### src/rtl/core/bc_pkg.sv
package bc_pkg;

  // width of the input fields
  localparam int unsigned FieldBits = 8;

  // commands from the controller to the datapath
  typedef struct packed {
    logic load;      // capture n and k, set up the first partial value
    logic mul;       // multiply the partial value by the next factor
    logic div_step;  // one bit of the exact division by the step index
    logic commit;    // take the quotient as the new partial value
    logic sat;       // saturate and flag overflow
    logic emit;      // move the result into the output register
  } bc_cmd_t;

  // status from the datapath to the controller
  typedef struct packed {
    logic steps_done;  // step index has passed the pick count
    logic div_last;    // last bit of the division this cycle
    logic quot_ovf;    // quotient does not fit the result width
    logic out_free;    // output register can take a new item
  } bc_sts_t;

endpackage

### src/rtl/core/bc_if.sv
// input channel: set size and pick count
interface bc_in_if;
  logic                              valid;
  logic                              ready;
  logic [bc_pkg::FieldBits-1:0]      set_size;
  logic [bc_pkg::FieldBits-1:0]      pick_count;

  modport source (output valid, output set_size, output pick_count, input ready);
  modport sink   (input valid, input set_size, input pick_count, output ready);
endinterface

// output channel: coefficient and overflow flag
interface bc_out_if #(
  parameter int unsigned RESULT_BITS = 32
);
  logic                   valid;
  logic                   ready;
  logic [RESULT_BITS-1:0] coefficient;
  logic                   overflow;

  modport source (output valid, output coefficient, output overflow, input ready);
  modport sink   (input valid, input coefficient, input overflow, output ready);
endinterface

### src/rtl/core/bc_ctrl.sv
module bc_ctrl (
  input  logic            clk_i,
  input  logic            rst_ni,
  input  logic            in_valid_i,
  output logic            in_ready_o,
  input  bc_pkg::bc_sts_t sts_i,
  output bc_pkg::bc_cmd_t cmd_o
);

  localparam logic [2:0] StIdle   = 3'd0;
  localparam logic [2:0] StCheck  = 3'd1;
  localparam logic [2:0] StMul    = 3'd2;
  localparam logic [2:0] StDiv    = 3'd3;
  localparam logic [2:0] StCommit = 3'd4;
  localparam logic [2:0] StDone   = 3'd5;

  logic [2:0] state_q, state_d;

  assign in_ready_o = (state_q == StIdle);

  // next state and commands
  always_comb begin
    state_d = state_q;
    cmd_o   = '0;
    unique case (state_q)
      StIdle: begin
        if (in_valid_i) begin
          cmd_o.load = 1'b1;
          state_d    = StCheck;
        end
      end
      StCheck: begin
        state_d = sts_i.steps_done ? StDone : StMul;
      end
      StMul: begin
        cmd_o.mul = 1'b1;
        state_d   = StDiv;
      end
      StDiv: begin
        cmd_o.div_step = 1'b1;
        if (sts_i.div_last) begin
          state_d = StCommit;
        end
      end
      StCommit: begin
        if (sts_i.quot_ovf) begin
          cmd_o.sat = 1'b1;
          state_d   = StDone;
        end else begin
          cmd_o.commit = 1'b1;
          state_d      = StCheck;
        end
      end
      StDone: begin
        if (sts_i.out_free) begin
          cmd_o.emit = 1'b1;
          state_d    = StIdle;
        end
      end
      default: begin
        state_d = StIdle;
      end
    endcase
  end

  // state register
  always_ff @(posedge clk_i or negedge rst_ni) begin
    if (!rst_ni) begin
      state_q <= StIdle;
    end else begin
      state_q <= state_d;
    end
  end

endmodule

### src/rtl/core/bc_dp.sv
module bc_dp #(
  parameter int unsigned RESULT_BITS = 32
) (
  input  logic                         clk_i,
  input  logic                         rst_ni,
  input  logic [bc_pkg::FieldBits-1:0] set_size_i,
  input  logic [bc_pkg::FieldBits-1:0] pick_count_i,
  input  bc_pkg::bc_cmd_t              cmd_i,
  output bc_pkg::bc_sts_t              sts_o,
  output logic                         out_valid_o,
  input  logic                         out_ready_i,
  output logic [RESULT_BITS-1:0]       coefficient_o,
  output logic                         overflow_o
);

  localparam int unsigned FB  = bc_pkg::FieldBits;
  localparam int unsigned PW  = RESULT_BITS + FB;
  localparam int unsigned CW  = $clog2(PW);

  logic [FB-1:0]          n_q, k_q, i_q;
  logic [RESULT_BITS-1:0] acc_q;
  logic                   ovf_q;
  logic [PW-1:0]          div_q;
  logic [FB-2:0]          rem_q;
  logic [CW-1:0]          cnt_q;
  logic                   out_valid_q;
  logic [RESULT_BITS-1:0] coef_q;
  logic                   oflag_q;

  // symmetry swap and special cases at load
  logic              k_gt_n;
  logic [FB-1:0]     k_eff;
  logic [RESULT_BITS-1:0] acc_init;
  always_comb begin
    k_gt_n = (pick_count_i > set_size_i);
    if (k_gt_n) begin
      k_eff = '0;
    end else if ({pick_count_i, 1'b0} > {1'b0, set_size_i}) begin
      k_eff = set_size_i - pick_count_i;
    end else begin
      k_eff = pick_count_i;
    end
    if (k_gt_n) begin
      acc_init = '0;
    end else if (k_eff == '0) begin
      acc_init = RESULT_BITS'(1);
    end else begin
      acc_init = RESULT_BITS'(set_size_i);
    end
  end

  // next factor n - i + 1
  logic [FB-1:0] factor;
  assign factor = n_q - i_q + FB'(1);

  // one restoring division bit
  logic [FB-1:0] r_shift;
  logic          q_bit;
  logic [FB-1:0] r_sub;
  assign r_shift = {rem_q, div_q[PW-1]};
  assign q_bit   = (r_shift >= i_q);
  assign r_sub   = r_shift - i_q;

  // status to the controller
  assign sts_o.steps_done = (i_q > k_q);
  assign sts_o.div_last   = (cnt_q == CW'(PW - 1));
  assign sts_o.quot_ovf   = (div_q[PW-1:RESULT_BITS] != '0);
  assign sts_o.out_free   = !out_valid_q || out_ready_i;

  // working registers
  always_ff @(posedge clk_i) begin
    if (cmd_i.load) begin
      n_q   <= set_size_i;
      k_q   <= k_eff;
      i_q   <= FB'(2);
      acc_q <= acc_init;
      ovf_q <= 1'b0;
    end
    if (cmd_i.mul) begin
      div_q <= PW'(acc_q) * PW'(factor);
      rem_q <= '0;
      cnt_q <= '0;
    end
    if (cmd_i.div_step) begin
      div_q <= {div_q[PW-2:0], q_bit};
      rem_q <= q_bit ? r_sub[FB-2:0] : r_shift[FB-2:0];
      cnt_q <= cnt_q + CW'(1);
    end
    if (cmd_i.commit) begin
      acc_q <= div_q[RESULT_BITS-1:0];
      i_q   <= i_q + FB'(1);
    end
    if (cmd_i.sat) begin
      acc_q <= '1;
      ovf_q <= 1'b1;
    end
  end

  // output register
  always_ff @(posedge clk_i or negedge rst_ni) begin
    if (!rst_ni) begin
      out_valid_q <= 1'b0;
    end else if (cmd_i.emit) begin
      out_valid_q <= 1'b1;
    end else if (out_ready_i) begin
      out_valid_q <= 1'b0;
    end
  end

  always_ff @(posedge clk_i) begin
    if (cmd_i.emit) begin
      coef_q  <= acc_q;
      oflag_q <= ovf_q;
    end
  end

  assign out_valid_o   = out_valid_q;
  assign coefficient_o = coef_q;
  assign overflow_o    = oflag_q;

endmodule

### src/rtl/core/binomial_coefficient.sv
// from item accepted to result valid the controller runs s = min(k, n-k) - 1 loop steps,
//   fewer when the value saturates early
//   (0 when k > n or min(k, n-k) <= 1); the result may then wait for the output register
// each step is a check, a multiply, a bit-serial division of a RESULT_BITS+8 bit product and a commit
// throughput: one item at a time; the next item is taken once the result is registered
// reset: asynchronous active low, clears controller state and output valid
module binomial_coefficient #(
  parameter int unsigned RESULT_BITS = 32
) (
  input  logic      clk_i,
  input  logic      rst_ni,
  bc_in_if.sink     req_i,
  bc_out_if.source  rsp_o
);

  bc_pkg::bc_cmd_t cmd;
  bc_pkg::bc_sts_t sts;
  logic            in_ready;

  // sequencer
  bc_ctrl u_ctrl (
    .clk_i      (clk_i),
    .rst_ni     (rst_ni),
    .in_valid_i (req_i.valid),
    .in_ready_o (in_ready),
    .sts_i      (sts),
    .cmd_o      (cmd)
  );

  // multiply, divide and output register
  bc_dp #(
    .RESULT_BITS (RESULT_BITS)
  ) u_dp (
    .clk_i         (clk_i),
    .rst_ni        (rst_ni),
    .set_size_i    (req_i.set_size),
    .pick_count_i  (req_i.pick_count),
    .cmd_i         (cmd),
    .sts_o         (sts),
    .out_valid_o   (rsp_o.valid),
    .out_ready_i   (rsp_o.ready),
    .coefficient_o (rsp_o.coefficient),
    .overflow_o    (rsp_o.overflow)
  );

  assign req_i.ready = in_ready;

endmodule
### src/flat_wrapper.sv
// flat-port wrapper written by rule: the top's interface ports become plain ports
module binomial_coefficient_flat 
#(
  parameter int unsigned RESULT_BITS = 32
)
  (clk_i, rst_ni, req_i_valid, req_i_set_size, req_i_pick_count, req_i_ready, rsp_o_valid, rsp_o_coefficient, rsp_o_overflow, rsp_o_ready);
  bc_in_if req_i_i ();
  bc_out_if #(.RESULT_BITS(RESULT_BITS)) rsp_o_i ();
  input  logic clk_i;
  input  logic rst_ni;
  input wire logic [$bits(req_i_i.valid)-1:0] req_i_valid;
  input wire logic [$bits(req_i_i.set_size)-1:0] req_i_set_size;
  input wire logic [$bits(req_i_i.pick_count)-1:0] req_i_pick_count;
  output wire logic [$bits(req_i_i.ready)-1:0] req_i_ready;
  output wire logic [$bits(rsp_o_i.valid)-1:0] rsp_o_valid;
  output wire logic [$bits(rsp_o_i.coefficient)-1:0] rsp_o_coefficient;
  output wire logic [$bits(rsp_o_i.overflow)-1:0] rsp_o_overflow;
  input wire logic [$bits(rsp_o_i.ready)-1:0] rsp_o_ready;
  assign req_i_i.valid = req_i_valid;
  assign req_i_i.set_size = req_i_set_size;
  assign req_i_i.pick_count = req_i_pick_count;
  assign req_i_ready = req_i_i.ready;
  assign rsp_o_valid = rsp_o_i.valid;
  assign rsp_o_coefficient = rsp_o_i.coefficient;
  assign rsp_o_overflow = rsp_o_i.overflow;
  assign rsp_o_i.ready = rsp_o_ready;
  binomial_coefficient #(.RESULT_BITS(RESULT_BITS)) u_core (.clk_i(clk_i), .rst_ni(rst_ni), .req_i(req_i_i), .rsp_o(rsp_o_i));
endmodule
### config.mk
export PLATFORM = sky130hd
export DESIGN_NAME = binomial_coefficient_flat
export DESIGN_NICKNAME = d
export VERILOG_FILES = /design/src/rtl/core/bc_pkg.sv /design/src/rtl/core/bc_if.sv /design/src/rtl/core/bc_ctrl.sv /design/src/rtl/core/bc_dp.sv /design/src/rtl/core/binomial_coefficient.sv /design/src/flat_wrapper.sv
export SDC_FILE = /design/constraint.sdc
export NUM_CORES = 1
export LEC_CHECK = 0
export BUFFER_PORTS_ARGS = -buffer_cell sky130_fd_sc_hd__buf_4
export CAP_MARGIN = 25
export CORE_UTILIZATION = 55
export CTS_CLUSTER_SIZE = 30
export DETAILED_ROUTE_END_ITERATION = 7
export PLACE_DENSITY = 0.69
export SLEW_MARGIN = 30
export SYNTH_ARGS = -nofsm -noshare
export SYNTH_HDL_FRONTEND = slang
export SYNTH_SLANG_ARGS = --single-unit
### constraint.sdc
create_clock -name clk_i -period 17 [get_ports clk_i]
set_input_delay 0.85 -clock clk_i [delete_from_list [all_inputs] [get_ports clk_i]]
set_output_delay 0.85 -clock clk_i [all_outputs]
set_load 0.1 [all_outputs]
==> out/results.md <==
• 168 microns — die width
• 0 — postcts setup bufs
• 17.9 microns — average wire per cell in the routed design
• 2,305 — Filler Cells Inserted
• 0 — warning count from the yosys run
• 0.562 — initial core utilization
• 0 — # Max-Cap Violations
• 1,949 — # nets final
• 0 — antenna violations before repair
• built — TritonCTS clock tree
• 0.0152 sq mm — Mapped Area
• 0 — overflow left after global routing
• register to register — type of the setup path with the least slack
• 129 MHz — highest clock frequency the design can meet
• 1,614 — gate count after technology mapping
• 17 — maximum fanout count along the critical path
• 0.0811 — share of cells above drive strength 1
• 5.68 — ratio of routed vias to standard cells
• 110 — number of flops mapped to enable cells by yosys
• 4 — CTS H-Tree Depth
• 0.0270 sq mm — area of the core region
• 440 ps — clock latency on the worst-skew pair
• 0 — Final Hold Violating Endpoints
• 69 — Cell variety after synth
• 9.42 sq um — Post-Synthesis Mean Instance Area
• 11,600 — number of global-route vias before repair
• 0.366 — Slew headroom
• 0.266 — Total Routing Usage GR
• 0.267 — share of synthesized area occupied by flip-flops and latches
• 58.8 mm — first-pass GRT wire length
• 0.458 — share of the clock period used by the worst path
• sky130_fd_sc_hd__edfxtp_1 — commonest register cell after synthesis
• 788 — detailed router's first-iteration violation count
• 7780 ps — minimum clock period after layout
• register — Worst setup EP type
• false — setup repair after global routing missed its margin
• 9.34% — synthesis-to-finish area growth
• 5 — count of TritonRoute iterations in the first routing pass
• 17 — number of buffers added by the clock tree synthesis step
• 11,300 — vias after detailed routing
• 7970 ps — Crit path arrival time
• 17,190 ps — Worst EP required
• completed — result of the run
• 0 — antenna fix cells
• 0 — number of DRC violations after detailed routing
• 55 — IO Count
• 9220 ps — reg-to-reg slack, setup
• 0 — # resized after CTS
• 0.883 — final weighted congestion in routability-driven placement
• 947 ps — Worst Tran Pin Value
• 60 — Rows
• 1,923 — net count of the mapped netlist
• 0 — final setup violation count
• register — category of the worst setup path launch point
• 2 — Bufs on Longest Clock Path
• 35.6 mm — routed wire length
• 17.9 ps — Clock Skews
• 68 — pin count of the biggest net entering global routing
• 147 — Sink Count
• 0 — residual antenna-violating net count after detailed routing
• 0.0272 — async set or reset register ratio after synthesis
• 0.0283 sq mm — Total Die Area
• primary input to async pin — worst min path class
• 80 ps — clock-pin slew on the worst setup and hold paths
• 0 — number of buffers added to fix hold violations after cts
• sky130_fd_sc_hd__clkbuf_16 — clock root buffer
• 0 ps — sum of negative setup slack
• 0 — Slew Limit Fails
• 168 microns — Die Height
• 26.4 mm — sum of net half-perimeters after detailed placement
• 54 — number of buffers added on ports
• 147 — register bit count reported by yosys
==> sequential cells by signal (all words and copies together), names as in the netlist <==
name	flops
u_core.u_dp.n_q	8
u_core.u_ctrl.state_q	3
u_core.u_dp.rem_q	7
u_core.u_dp.k_q	8
u_core.u_dp.acc_q	32
u_core.u_dp.div_q	40
u_core.u_dp.cnt_q	6
u_core.u_dp.out_valid_o	1
u_core.u_dp.ovf_q	1
u_core.u_dp.coefficient_o	32
u_core.u_dp.overflow_o	1
u_core.u_dp.i_q	8
==> critical path, cell delays in order (launching register included) <==
cell	delay [ps]
sky130_fd_sc_hd__edfxtp_1	510
sky130_fd_sc_hd__ha_1	330
sky130_fd_sc_hd__inv_1	40
sky130_fd_sc_hd__ha_1	200
sky130_fd_sc_hd__fa_1	520
sky130_fd_sc_hd__a21o_1	220
sky130_fd_sc_hd__a21oi_1	370
sky130_fd_sc_hd__o21bai_1	110
sky130_fd_sc_hd__a21oi_1	250
sky130_fd_sc_hd__xnor2_2	330
sky130_fd_sc_hd__buf_4	330
sky130_fd_sc_hd__and2_1	190
sky130_fd_sc_hd__fa_1	470
sky130_fd_sc_hd__inv_1	50
sky130_fd_sc_hd__fa_1	470
sky130_fd_sc_hd__inv_1	50
sky130_fd_sc_hd__fa_1	490
sky130_fd_sc_hd__fa_1	420
sky130_fd_sc_hd__ha_1	380
sky130_fd_sc_hd__a21oi_1	250
sky130_fd_sc_hd__o21ai_1	100
sky130_fd_sc_hd__a21o_1	180
sky130_fd_sc_hd__a21oi_1	190
sky130_fd_sc_hd__o2111ai_1	150
sky130_fd_sc_hd__a211oi_2	370
sky130_fd_sc_hd__nor4b_2	110
sky130_fd_sc_hd__o21a_1	180
sky130_fd_sc_hd__o31a_1	260
==> kinds of logic after synthesis <==
logic type,after synthesis,share of synthesized area
buf+inv,315,0.0780
xor+xnor,58,0.0334
mux,10,0.00659
fa+ha+maj,289,0.328
flops,147,0.267
simple gates,522,0.176
compound gates,273,0.111
==> placed cells by master (no fill, tap or decap), drive strengths merged, types with 2 or more instances in the layout <==
master / instances
a21oi: 84
a31o: 9
a211oi: 9
nor2b: 17
o21a: 7
nor3: 8
ha: 106
nor4b: 2
clkinv: 4
o31ai: 3
edfxtp: 110
nor3b: 4
or2: 3
clkinvlp: 2
a31oi: 4
mux2i: 10
and3: 7
nand3: 17
nor2: 79
and2: 185
a21boi: 3
nand2b: 13
clkbuf: 17
nand4: 11
nand2: 164
o21ai: 90
fa: 183
xnor2: 37
xor2: 21
dfxtp: 33
o21bai: 9
a21o: 33
buf: 70
dfrtp: 4
a41oi: 2
o211ai: 8
inv: 261
nor4: 5
==> per-stage QoR <==
stage                     worst slack [ps]  area, sq um  hold WS [ps]  utilization  std cells
after detailed placement              9220        16000           458        0.592       1961
after global placement                9460        16000           458        0.591       1960
after CTS                             9200        16600           181        0.614       1993
final                                 9220        16600           190        0.615       1994
after global routing                  8760        16600           175        0.615       1994
after floorplan                      10130        15200           406            -       1614
==> synthesized netlist by cell type, types with 9 or more instances <==
library cell                 n  area (sq um)
sky130_fd_sc_hd__and2_1    184          1150
sky130_fd_sc_hd__xor2_1     21           184
sky130_fd_sc_hd__nand4_1    11          68.8
sky130_fd_sc_hd__nand2b_1   13          81.3
sky130_fd_sc_hd__nand3_1    17          85.1
sky130_fd_sc_hd__clkbuf_1   57           214
sky130_fd_sc_hd__nand2_1   164           616
sky130_fd_sc_hd__dfxtp_1    33           661
sky130_fd_sc_hd__nor2b_1    17           106
sky130_fd_sc_hd__nor2_1     79           297
sky130_fd_sc_hd__o21ai_0    81           405
sky130_fd_sc_hd__mux2i_1    10           100
sky130_fd_sc_hd__a21o_1     33           248
sky130_fd_sc_hd__o21bai_1    9          67.6
sky130_fd_sc_hd__ha_1      106          1330
sky130_fd_sc_hd__xnor2_1    37           324
sky130_fd_sc_hd__a21oi_1    83           415
sky130_fd_sc_hd__inv_1     252           946
sky130_fd_sc_hd__edfxtp_1  110          3300
sky130_fd_sc_hd__fa_1      183          3660
==> per-layer routing <==
| layer | up-vias | track usage | part of all wire |
|---|---|---|---|
| li1 | 5264 | - | - |
| met3 | 44 | 0.0362 | 0.049 |
| met1 | 5679 | 0.362 | 0.45 |
| met5 | - | 0 | 0 |
| met4 | 0 | 0.0751 | 0.020 |
| met2 | 332 | 0.445 | 0.48 |
==> layout make-up <==
type	instances	area, sq um	share of cell area
well taps	341	427	0.0257
clock inverters	15	160	0.00964
clock buffers	17	425	0.0256
multi-input cells	1152	10000	0.604
flip-flops and latches	147	4060	0.245
repair buffers	70	566	0.0340
inverters	252	946	0.0569
==> path summary, 6_finish.rpt <==
check / from / endpoint / depth (start not counted)
setup / recovery: u_core.u_dp.i_q[1] / u_core.u_dp.div_q[39] / 27
hold / removal: rst_ni / u_core.u_ctrl.state_q[0] / 1
setup reg to reg: u_core.u_dp.i_q[1] / u_core.u_dp.div_q[39] / 27
hold reg to reg: u_core.u_dp.ovf_q / u_core.u_dp.overflow_o / 0
max in group asynchronous: rst_ni / u_core.u_dp.out_valid_o / 1
min in group clk_i: u_core.u_dp.ovf_q / u_core.u_dp.overflow_o / 0
Power is not shown: default switching activity piles up to over one toggle a cycle in this logic, so the estimate is an artifact.
